==> config.mk <==
export PLATFORM = sky130hd
export DESIGN_NAME = urc_identifier_match_parser_core
export DESIGN_NICKNAME = d
export VERILOG_FILES = /design/src/rtl/uimp_pkg.sv /design/src/rtl/urc_identifier_match_parser_core.sv /design/src/rtl/uimp_ram.sv
export SDC_FILE = /design/constraint.sdc
export NUM_CORES = 2
export LEC_CHECK = 0
export ABC_CLOCK_PERIOD_IN_PS = 15100
export BUFFER_PORTS_ARGS = -buffer_cell sky130_fd_sc_hd__buf_2
export CAP_MARGIN = 10
export CORE_ASPECT_RATIO = 0.5
export CORE_UTILIZATION = 68
export DETAILED_ROUTE_END_ITERATION = 16
export GPL_ROUTABILITY_DRIVEN = 0
export MAX_ROUTING_LAYER = met4
export PLACE_DENSITY = 0.84
export SLEW_MARGIN = 20
export SYNTH_ARGS = -nofsm -noshare
export SYNTH_HDL_FRONTEND = slang
export SYNTH_SLANG_ARGS = --single-unit
==> constraint.sdc <==
create_clock -name clk -period 15.1 [get_ports clk]
set_input_delay 2.265 -clock clk [delete_from_list [all_inputs] [get_ports clk]]
set_output_delay 2.265 -clock clk [all_outputs]
set_load 0.005 [all_outputs]
==> src/rtl/uimp_pkg.sv <==
// Package for the identifier match parser.
// Holds the payload structs, function/status codes and character constants.
// No dependencies.
package uimp_pkg;

  localparam int SLOT_COUNT_DEF = 8;
  localparam int IDENT_MAX_DEF  = 24;
  localparam int DATA_MAX_DEF   = 128;

  localparam logic [7:0] CH_START = 8'h2B;  // '+'
  localparam logic [7:0] CH_END   = 8'h3A;  // ':'
  localparam logic [7:0] CH_CR    = 8'h0D;

  localparam logic [2:0] FN_MODEM  = 3'd0;
  localparam logic [2:0] FN_SPARE1 = 3'd1;
  localparam logic [2:0] FN_STAGE  = 3'd2;
  localparam logic [2:0] FN_REG    = 3'd3;
  localparam logic [2:0] FN_UNREG  = 3'd4;
  localparam logic [2:0] FN_READ   = 3'd5;
  localparam logic [2:0] FN_SPARE6 = 3'd6;
  localparam logic [2:0] FN_SPARE7 = 3'd7;

  localparam logic [1:0] ST_OK       = 2'd0;
  localparam logic [1:0] ST_FULL     = 2'd1;
  localparam logic [1:0] ST_STG_FULL = 2'd2;
  localparam logic [1:0] ST_NO_READ  = 2'd3;

  typedef struct packed {
    logic [2:0] func;
    logic [7:0] data_byte;
    logic [6:0] read_index;
    logic       last;
  } in_t;

  typedef struct packed {
    logic [1:0] status;
    logic       notify;
    logic [2:0] notify_slot;
    logic [7:0] notify_length;
    logic [7:0] read_byte;
  } out_t;

endpackage

==> src/rtl/urc_identifier_match_parser_core.sv <==
// Top level of the identifier match parser: sequencer, byte comparator,
// slot text and captured data RAMs. Depends on uimp_pkg and uimp_ram.
// Slot match and unregister walk the slot text RAM one byte per cycle through
// the shared byte comparator. Register writes staged_count+1 bytes, one per cycle.
// One item at a time. After reset a clearing pass zeroes the slot text.
module urc_identifier_match_parser_core
  import uimp_pkg::*;
#(
  parameter int SLOT_COUNT = SLOT_COUNT_DEF,
  parameter int IDENT_MAX  = IDENT_MAX_DEF,
  parameter int DATA_MAX   = DATA_MAX_DEF
) (
  input  logic clk,
  input  logic rst_n,
  input  logic in_valid,
  output logic in_stall,
  input  in_t  in_data,
  output logic out_valid,
  input  logic out_stall,
  output out_t out_data
);

  localparam int SW    = (SLOT_COUNT > 1) ? $clog2(SLOT_COUNT) : 1;
  localparam int KW    = $clog2(IDENT_MAX);
  localparam int CNTW  = $clog2(IDENT_MAX + 1);
  localparam int CW    = $clog2(DATA_MAX + 1);
  localparam int DAW   = $clog2(DATA_MAX);
  localparam int TDEP  = SLOT_COUNT * IDENT_MAX;
  localparam int TAW   = $clog2(TDEP);

  typedef enum logic [1:0] {MODE_IDLE, MODE_IDENT, MODE_DATA, MODE_BAD} mode_t;
  typedef enum logic [3:0] {
    S_CLEAR, S_IDLE, S_MSLOT, S_MCMP, S_USLOT, S_UCMP, S_REG, S_RDWAIT, S_DONE
  } state_t;

  state_t          state_r;
  mode_t           mode_r;
  logic [7:0]      ident_r  [IDENT_MAX];
  logic [CNTW-1:0] ident_cnt_r;
  logic [7:0]      staged_r [IDENT_MAX];
  logic [CNTW-1:0] staged_cnt_r;
  logic [CNTW-1:0] slot_len_r [SLOT_COUNT];
  logic [CW-1:0]   cap_cnt_r;
  logic [SW-1:0]   active_slot_r;
  logic            unread_r;
  logic [SW-1:0]   slot_r;
  logic [TAW-1:0]  base_r;
  logic [KW-1:0]   k_r;
  logic [TAW-1:0]  clr_r;
  out_t            res_r;
  logic            out_valid_r;
  out_t            out_data_r;

  logic            accept;
  state_t          idle_nxt;
  logic            txt_we, txt_re;
  logic [TAW-1:0]  txt_waddr, txt_raddr;
  logic [7:0]      txt_wdata, txt_q;
  logic            dat_we, dat_re;
  logic [DAW-1:0]  dat_waddr, dat_raddr;
  logic [7:0]      dat_q;
  logic [7:0]      idx8;
  logic [7:0]      cmp_ref;
  logic [CNTW-1:0] cmp_len;
  logic            cmp_eq, cmp_last, slot_end;
  logic            empty_found;
  logic [SW-1:0]   empty_slot;
  logic [SW+2:0]   slot_ext;
  logic [CW+7:0]   cnt_ext;

  assign in_stall  = (state_r != S_IDLE);
  assign accept    = in_valid && !in_stall;
  assign out_valid = out_valid_r;
  assign out_data  = out_data_r;
  assign idx8      = {1'b0, in_data.read_index};
  assign slot_ext  = {3'b000, active_slot_r};
  assign cnt_ext   = {8'h00, cap_cnt_r};
  assign slot_end  = (slot_r == SW'(SLOT_COUNT - 1));

  // first empty slot for register
  always_comb begin
    empty_found = 1'b0;
    empty_slot  = '0;
    for (int i = SLOT_COUNT - 1; i >= 0; i--) begin
      if (slot_len_r[i] == '0) begin
        empty_found = 1'b1;
        empty_slot  = SW'(i);
      end
    end
  end

  // sequencer step taken on a transfer
  always_comb begin
    idle_nxt = S_DONE;
    case (in_data.func)
      FN_MODEM: begin
        if ((mode_r == MODE_IDENT) && (in_data.data_byte == CH_END)) begin
          idle_nxt = S_MSLOT;
        end
      end
      FN_REG: begin
        if (empty_found) begin
          idle_nxt = S_REG;
        end
      end
      FN_UNREG: begin
        idle_nxt = S_USLOT;
      end
      FN_READ: begin
        if (unread_r && (idx8 < 8'(DATA_MAX))) begin
          idle_nxt = S_RDWAIT;
        end
      end
      default: begin
      end
    endcase
  end

  // shared byte comparator
  always_comb begin
    cmp_ref  = (state_r == S_MCMP) ? ident_r[k_r] : staged_r[k_r];
    cmp_len  = (state_r == S_MCMP) ? ident_cnt_r : staged_cnt_r;
    cmp_eq   = (txt_q == cmp_ref);
    cmp_last = ((CNTW'(k_r) + CNTW'(1)) == cmp_len);
  end

  always_comb begin
    txt_we    = 1'b0;
    txt_waddr = base_r + TAW'(k_r);
    txt_wdata = '0;
    txt_re    = 1'b0;
    txt_raddr = base_r;
    case (state_r)
      S_CLEAR: begin
        txt_we    = 1'b1;
        txt_waddr = clr_r;
      end
      S_REG: begin
        txt_we = 1'b1;
        if (CNTW'(k_r) < staged_cnt_r) begin
          txt_wdata = staged_r[k_r];
        end
      end
      S_MSLOT, S_USLOT: begin
        txt_re = 1'b1;
      end
      S_MCMP, S_UCMP: begin
        txt_re    = 1'b1;
        txt_raddr = base_r + TAW'(k_r) + TAW'(1);
      end
      default: begin
      end
    endcase
  end

  always_comb begin
    dat_we    = accept && (in_data.func == FN_MODEM) && (mode_r == MODE_DATA) &&
                (in_data.data_byte != CH_CR) && (cap_cnt_r < CW'(DATA_MAX));
    dat_waddr = cap_cnt_r[DAW-1:0];
    dat_re    = accept && (in_data.func == FN_READ);
    dat_raddr = idx8[DAW-1:0];
  end

  uimp_ram #(.WIDTH(8), .DEPTH(TDEP), .AW(TAW)) u_text_ram (
    .clk(clk), .we(txt_we), .waddr(txt_waddr), .wdata(txt_wdata),
    .re(txt_re), .raddr(txt_raddr), .rdata(txt_q)
  );

  uimp_ram #(.WIDTH(8), .DEPTH(DATA_MAX), .AW(DAW)) u_data_ram (
    .clk(clk), .we(dat_we), .waddr(dat_waddr), .wdata(in_data.data_byte),
    .re(dat_re), .raddr(dat_raddr), .rdata(dat_q)
  );

  always_ff @(posedge clk) begin
    if (!rst_n) begin
      state_r       <= S_CLEAR;
      mode_r        <= MODE_IDLE;
      ident_cnt_r   <= '0;
      staged_cnt_r  <= '0;
      cap_cnt_r     <= '0;
      active_slot_r <= '0;
      unread_r      <= 1'b0;
      clr_r         <= '0;
      res_r         <= '0;
      out_valid_r   <= 1'b0;
      for (int i = 0; i < SLOT_COUNT; i++) begin
        slot_len_r[i] <= '0;
      end
    end else begin
      if ((state_r == S_DONE) && (!out_valid_r || !out_stall)) begin
        out_valid_r <= 1'b1;
      end else if (out_valid_r && !out_stall) begin
        out_valid_r <= 1'b0;
      end
      case (state_r)
        S_CLEAR: begin
          clr_r <= clr_r + TAW'(1);
          if (clr_r == TAW'(TDEP - 1)) begin
            state_r <= S_IDLE;
          end
        end
        S_IDLE: begin
          if (accept) begin
            state_r <= idle_nxt;
            case (in_data.func)
              FN_MODEM: begin
                case (mode_r)
                  MODE_IDLE: begin
                    if (in_data.data_byte == CH_START) begin
                      ident_cnt_r <= '0;
                      mode_r      <= MODE_IDENT;
                    end
                  end
                  MODE_IDENT: begin
                    if (in_data.data_byte == CH_END) begin
                      mode_r <= MODE_IDLE;
                      slot_r <= '0;
                      base_r <= '0;
                    end else if (ident_cnt_r >= CNTW'(IDENT_MAX)) begin
                      mode_r <= MODE_IDLE;
                    end else begin
                      ident_r[ident_cnt_r[KW-1:0]] <= in_data.data_byte;
                      ident_cnt_r <= ident_cnt_r + CNTW'(1);
                    end
                  end
                  MODE_DATA: begin
                    if (in_data.data_byte == CH_CR) begin
                      unread_r            <= 1'b1;
                      res_r.notify        <= 1'b1;
                      res_r.notify_slot   <= slot_ext[2:0];
                      res_r.notify_length <= cnt_ext[7:0];
                      mode_r              <= MODE_IDLE;
                    end else if (cap_cnt_r >= CW'(DATA_MAX)) begin
                      mode_r <= MODE_IDLE;
                    end else begin
                      cap_cnt_r <= cap_cnt_r + CW'(1);
                    end
                  end
                  default: begin
                    mode_r <= MODE_IDLE;
                  end
                endcase
              end
              FN_STAGE: begin
                if (staged_cnt_r >= CNTW'(IDENT_MAX - 1)) begin
                  res_r.status <= ST_STG_FULL;
                end else begin
                  staged_r[staged_cnt_r[KW-1:0]] <= in_data.data_byte;
                  staged_cnt_r <= staged_cnt_r + CNTW'(1);
                end
              end
              FN_REG: begin
                if (empty_found) begin
                  slot_r <= empty_slot;
                  base_r <= TAW'(TAW'(empty_slot) * TAW'(IDENT_MAX));
                  k_r    <= '0;
                end else begin
                  res_r.status <= ST_FULL;
                  staged_cnt_r <= '0;
                end
              end
              FN_UNREG: begin
                slot_r <= '0;
                base_r <= '0;
              end
              FN_READ: begin
                if (!unread_r || (idx8 >= 8'(DATA_MAX))) begin
                  res_r.status <= ST_NO_READ;
                end else if (in_data.last) begin
                  unread_r <= 1'b0;
                end
              end
              default: begin
              end
            endcase
          end
        end
        S_MSLOT: begin
          k_r <= '0;
          if (slot_len_r[slot_r] == ident_cnt_r) begin
            if (ident_cnt_r == '0) begin
              active_slot_r <= slot_r;
              cap_cnt_r     <= '0;
              mode_r        <= MODE_DATA;
              state_r       <= S_DONE;
            end else begin
              state_r <= S_MCMP;
            end
          end else if (slot_end) begin
            state_r <= S_DONE;
          end else begin
            slot_r <= slot_r + SW'(1);
            base_r <= base_r + TAW'(IDENT_MAX);
          end
        end
        S_USLOT: begin
          k_r <= '0;
          if (staged_cnt_r == '0) begin
            slot_len_r[slot_r] <= '0;
            state_r            <= S_DONE;
          end else begin
            state_r <= S_UCMP;
          end
        end
        S_MCMP, S_UCMP: begin
          if (cmp_eq && cmp_last) begin
            if (state_r == S_MCMP) begin
              active_slot_r <= slot_r;
              cap_cnt_r     <= '0;
              mode_r        <= MODE_DATA;
            end else begin
              slot_len_r[slot_r] <= '0;
              staged_cnt_r       <= '0;
            end
            state_r <= S_DONE;
          end else if (cmp_eq) begin
            k_r <= k_r + KW'(1);
          end else if (slot_end) begin
            if (state_r == S_UCMP) begin
              staged_cnt_r <= '0;
            end
            state_r <= S_DONE;
          end else begin
            slot_r  <= slot_r + SW'(1);
            base_r  <= base_r + TAW'(IDENT_MAX);
            state_r <= (state_r == S_MCMP) ? S_MSLOT : S_USLOT;
          end
        end
        S_REG: begin
          if (CNTW'(k_r) == staged_cnt_r) begin
            slot_len_r[slot_r] <= staged_cnt_r;
            staged_cnt_r       <= '0;
            state_r            <= S_DONE;
          end else begin
            k_r <= k_r + KW'(1);
          end
        end
        S_RDWAIT: begin
          res_r.read_byte <= dat_q;
          state_r         <= S_DONE;
        end
        S_DONE: begin
          // hand the result over and clear it for the next item
          if (!out_valid_r || !out_stall) begin
            out_data_r <= res_r;
            res_r      <= '0;
            state_r    <= S_IDLE;
          end
        end
        default: begin
          state_r <= S_IDLE;
        end
      endcase
    end
  end

`ifndef SYNTHESIS
  a_ident_bound: assert property (@(posedge clk) disable iff (!rst_n)
    ident_cnt_r <= CNTW'(IDENT_MAX)) else $error("identifier count overrun");
  a_stage_bound: assert property (@(posedge clk) disable iff (!rst_n)
    staged_cnt_r <= CNTW'(IDENT_MAX - 1)) else $error("staging count overrun");
  a_cap_bound: assert property (@(posedge clk) disable iff (!rst_n)
    cap_cnt_r <= CW'(DATA_MAX)) else $error("capture count overrun");
  a_busy_after: assert property (@(posedge clk) disable iff (!rst_n)
    accept |=> in_stall) else $error("transfer taken while busy");
  a_notify_ok: assert property (@(posedge clk) disable iff (!rst_n)
    (out_valid_r && out_data_r.notify) |-> (out_data_r.status == ST_OK))
    else $error("notify with error status");
`endif

endmodule

==> src/rtl/uimp_ram.sv <==
// Generic single-write, single-read RAM with registered read data.
// No dependencies.
module uimp_ram #(
  parameter int WIDTH = 8,
  parameter int DEPTH = 16,
  parameter int AW    = (DEPTH > 1) ? $clog2(DEPTH) : 1
) (
  input  logic             clk,
  input  logic             we,
  input  logic [AW-1:0]    waddr,
  input  logic [WIDTH-1:0] wdata,
  input  logic             re,
  input  logic [AW-1:0]    raddr,
  output logic [WIDTH-1:0] rdata
);

  logic [WIDTH-1:0] mem [DEPTH];

  always_ff @(posedge clk) begin
    if (we) begin
      mem[waddr] <= wdata;
    end
    if (re) begin
      rdata <= mem[raddr];
    end
  end

endmodule
==> impl_metrics.json <==
{
  "grt_pass1_wl_um": 465000,
  "drt_total_wl_um": 319000,
  "timing.hold.ws_ps": 440,
  "postSynthCellCount": 7493,
  "grt_antenna_before_repair": 12,
  "path_clk_slew_ps": 70,
  "max-vdd-ir-drop_mv": 0.111,
  "slew-limit-headroom_pct": 14.8,
  "detailedRoute.firstIterationViolations": 13300,
  "dp_hpwl_um": 176000,
  "max_freq_mhz": 161,
  "worst-path-max-fanout": 209,
  "rows": 110,
  "via_count": 73100,
  "placed_area_um2": 126000,
  "finalWorstPathRequiredPeriod_ps": 6230,
  "synthMostInstantiatedCell": "sky130_fd_sc_hd__edfxtp_1",
  "layout.cell_area.non_filler_um2": 134000,
  "synth_top_area_cell": "sky130_fd_sc_hd__edfxtp_1",
  "fin_tns_setup_ps": 0,
  "area_growth_pct": 8.44,
  "synth.yosys.seq_area_share_pct": 75.0,
  "maxCapViolations": 0,
  "boundaryPins": 47,
  "initial_utilization_pct": 68.5,
  "grt_max_degree": 210,
  "clkLatencyLatePin_ps": 950,
  "crit_path_launch_type": "flip-flop",
  "core_region_area_um2": 180000,
  "min_delay_path_depth": 0,
  "p_leak_nw": 40.3,
  "floorplan.die.height_um": 303,
  "clkSinkCount": 3102,
  "p_int_w": 0.0137,
  "switching_share_pct": 24.5,
  "power-per-cell-area_nw_per_um2": 136,
  "cts_repair_resize_count": 0,
  "synth-async-reset-ratio_pct": 0,
  "route.antenna.remaining_nets": 0,
  "cts_tree": "yes",
  "port_buf_inserts": 46,
  "hold_class": "flip-flop to flip-flop",
  "power_frac_seq_pct": 52.8,
  "synth_area_per_cell_um2": 16.5,
  "detail_route.wl_per_cell_um": 32.0,
  "gr-usage-all-layers_pct": 35.9,
  "drive_gt1_share_pct": 13.1,
  "synth-warning-count": 0,
  "timing.final.ws_setup_ps": 8870,
  "timing.critical_path.to_type": "flip-flop",
  "chipWidth_um": 604,
  "placement.setup.worst_slack_ps": 7990,
  "drt_pass1_iterations": 8,
  "power_switching_w": 0.00445,
  "final_number_of_hold_violating_endpoints": 0,
  "vias_in_the_first_global_route": 69800,
  "post-cts-setup-buffer-count": 0,
  "cts_hold_buffers": 0,
  "synth_seq_cells": 3102,
  "critical_path_class": "flip-flop to flip-flop",
  "ys.flop_type": "sky130_fd_sc_hd__edfxtp_1",
  "worst-r2r-setup-slack_ps": 8870,
  "status": "finished, final reports clean",
  "r2r.worst_path.cells": 12,
  "p_total_w": 0.0181,
  "synth.top_cell.area_share_pct": 73.9,
  "ctsRootBufferMaster": "sky130_fd_sc_hd__clkbuf_16",
  "worst-slew-pin-transition_ps": 1270,
  "cts-buffers-inserted": 249,
  "final_net_count": 7418,
  "power_frac_clock_pct": 36.9,
  "power.combinational.fraction_pct": 10.3,
  "cp.arrival_ps": 6850,
  "detail_routed_via_count_per_cell": 7.31,
  "rsz0062_at_grt": "false",
  "synth_top_cells_by_area": "sky130_fd_sc_hd__edfxtp_1 (74%), sky130_fd_sc_hd__mux4_2 (7.5%), sky130_fd_sc_hd__nand2_1 (2.9%)",
  "netlist-cell-type-count": 87,
  "syn_area_um2": 123000,
  "worst-endpoint-required_ps": 15730,
  "synth_enable_flop_cells": 3035,
  "clock_path_buffers": 4,
  "yosys-top-cells-count": "sky130_fd_sc_hd__edfxtp_1 (3035), sky130_fd_sc_hd__nand2_1 (961), sky130_fd_sc_hd__nor2_1 (532)",
  "htreeDepth": 4,
  "setup-violations-final": 0,
  "min_period_over_period_pct": 41.2,
  "die_footprint_um2": 183000,
  "number_of_fill_cells": 9528,
  "detail_route.drc_violations": 0,
  "globalRouteOverflowTotal": 0,
  "final_max_slew_viol_count": 0,
  "clock-skew-final_ps": 84.8
}
==> metal layers <==
layer,part of all wire (%),vias up,track usage (%)
li1,-,29500,-
met1,34,36200,46.9
met2,48,6247,55.9
met3,12,1046,7.23
met4,5.1,0,15.7
met5,0,-,-
==> critical path, stage by stage, from the launching register on <==
cell and delay, ps:
sky130_fd_sc_hd__edfxtp_1 620, sky130_fd_sc_hd__ha_1 350, sky130_fd_sc_hd__xnor2_1 340, sky130_fd_sc_hd__or3_4 690, sky130_fd_sc_hd__buf_4 890, sky130_fd_sc_hd__buf_12 680
sky130_fd_sc_hd__nand2_1 100, sky130_fd_sc_hd__and3_1 200, sky130_fd_sc_hd__a311oi_1 370, sky130_fd_sc_hd__o31ai_1 250, sky130_fd_sc_hd__o21ai_0 490, sky130_fd_sc_hd__mux2i_1 170
sky130_fd_sc_hd__o221ai_1 520
==> final timing paths <==
kind	start	end
hold / removal	res_r[16]$_SDFFE_PN0P_	out_data[16]$_DFFE_PP_
setup reg to reg	k_r[0]$_DFFE_PP_	u_text_ram.rdata[5]$_DFFE_PP_
hold reg to reg	res_r[16]$_SDFFE_PN0P_	out_data[16]$_DFFE_PP_
setup / recovery	k_r[0]$_DFFE_PP_	u_text_ram.rdata[5]$_DFFE_PP_
==> layout make-up <==
cell class	instances	area [µm²]	share of cell area (%)
diodes	15	37.5	0.0281
multi-input cells	3831	28700	21.5
flip-flops and latches	3102	92500	69.2
repair buffers	149	1230	0.923
inverters	36	143	0.107
well taps	2408	3010	2.25
clock inverters	149	1580	1.18
clock buffers	303	6520	4.87
==> power by group through the flow <==
stage               clock (W)  sequential (W)  combinational, W
finish                0.00670         0.00958           0.00187
detailed placement          0         0.00977           0.00178
CTS                   0.00668         0.00958           0.00181
floorplan                   0         0.00972           0.00120
global placement            0         0.00976           0.00173
global route          0.00699         0.00959           0.00193
==> registers in the layout, summed over array words and instances (netlist names), 22 cells and up, named ones only <==
name	count
out_data	22
res_r	22
staged_r	192
u_data_ram.mem	1024
slot_len_r	40
u_text_ram.mem	1536
ident_r	192
==> cells by family after synthesis <==
kind of cell	synth area share, %
muxes	8.52
other	0.00304
DFF	75.0
and+or+nand+nor	7.12
xor gates and xnor gates	0.313
buffers and inverters	1.88
adders and majority gates	0.276
AOI/OAI and AO/OA	6.88
==> metrics by stage <==
| stage | cells | util (%) |
|---|---|---|
| after detailed placement | 9524 | 69.7 |
| after global placement | 9524 | 69.7 |
| final | 9993 | 74.3 |
| after global routing | 9991 | 74.3 |
| after floorplan | 7500 | - |
| after CTS | 9976 | 74.2 |
==> layout by cell type, fill, tap and decap left out, drive strengths merged, types with 96 or more instances in the layout <==
master,n
a311oi,96
a31oi,119
buf,149
edfxtp,3035
nor2,533
a21oi,240
nand2,961
mux4,408
nand3,275
and3,111
o221ai,385
o21ai,118
mux2i,100
clkbuf,303
Power figures use the tool's default switching activity.
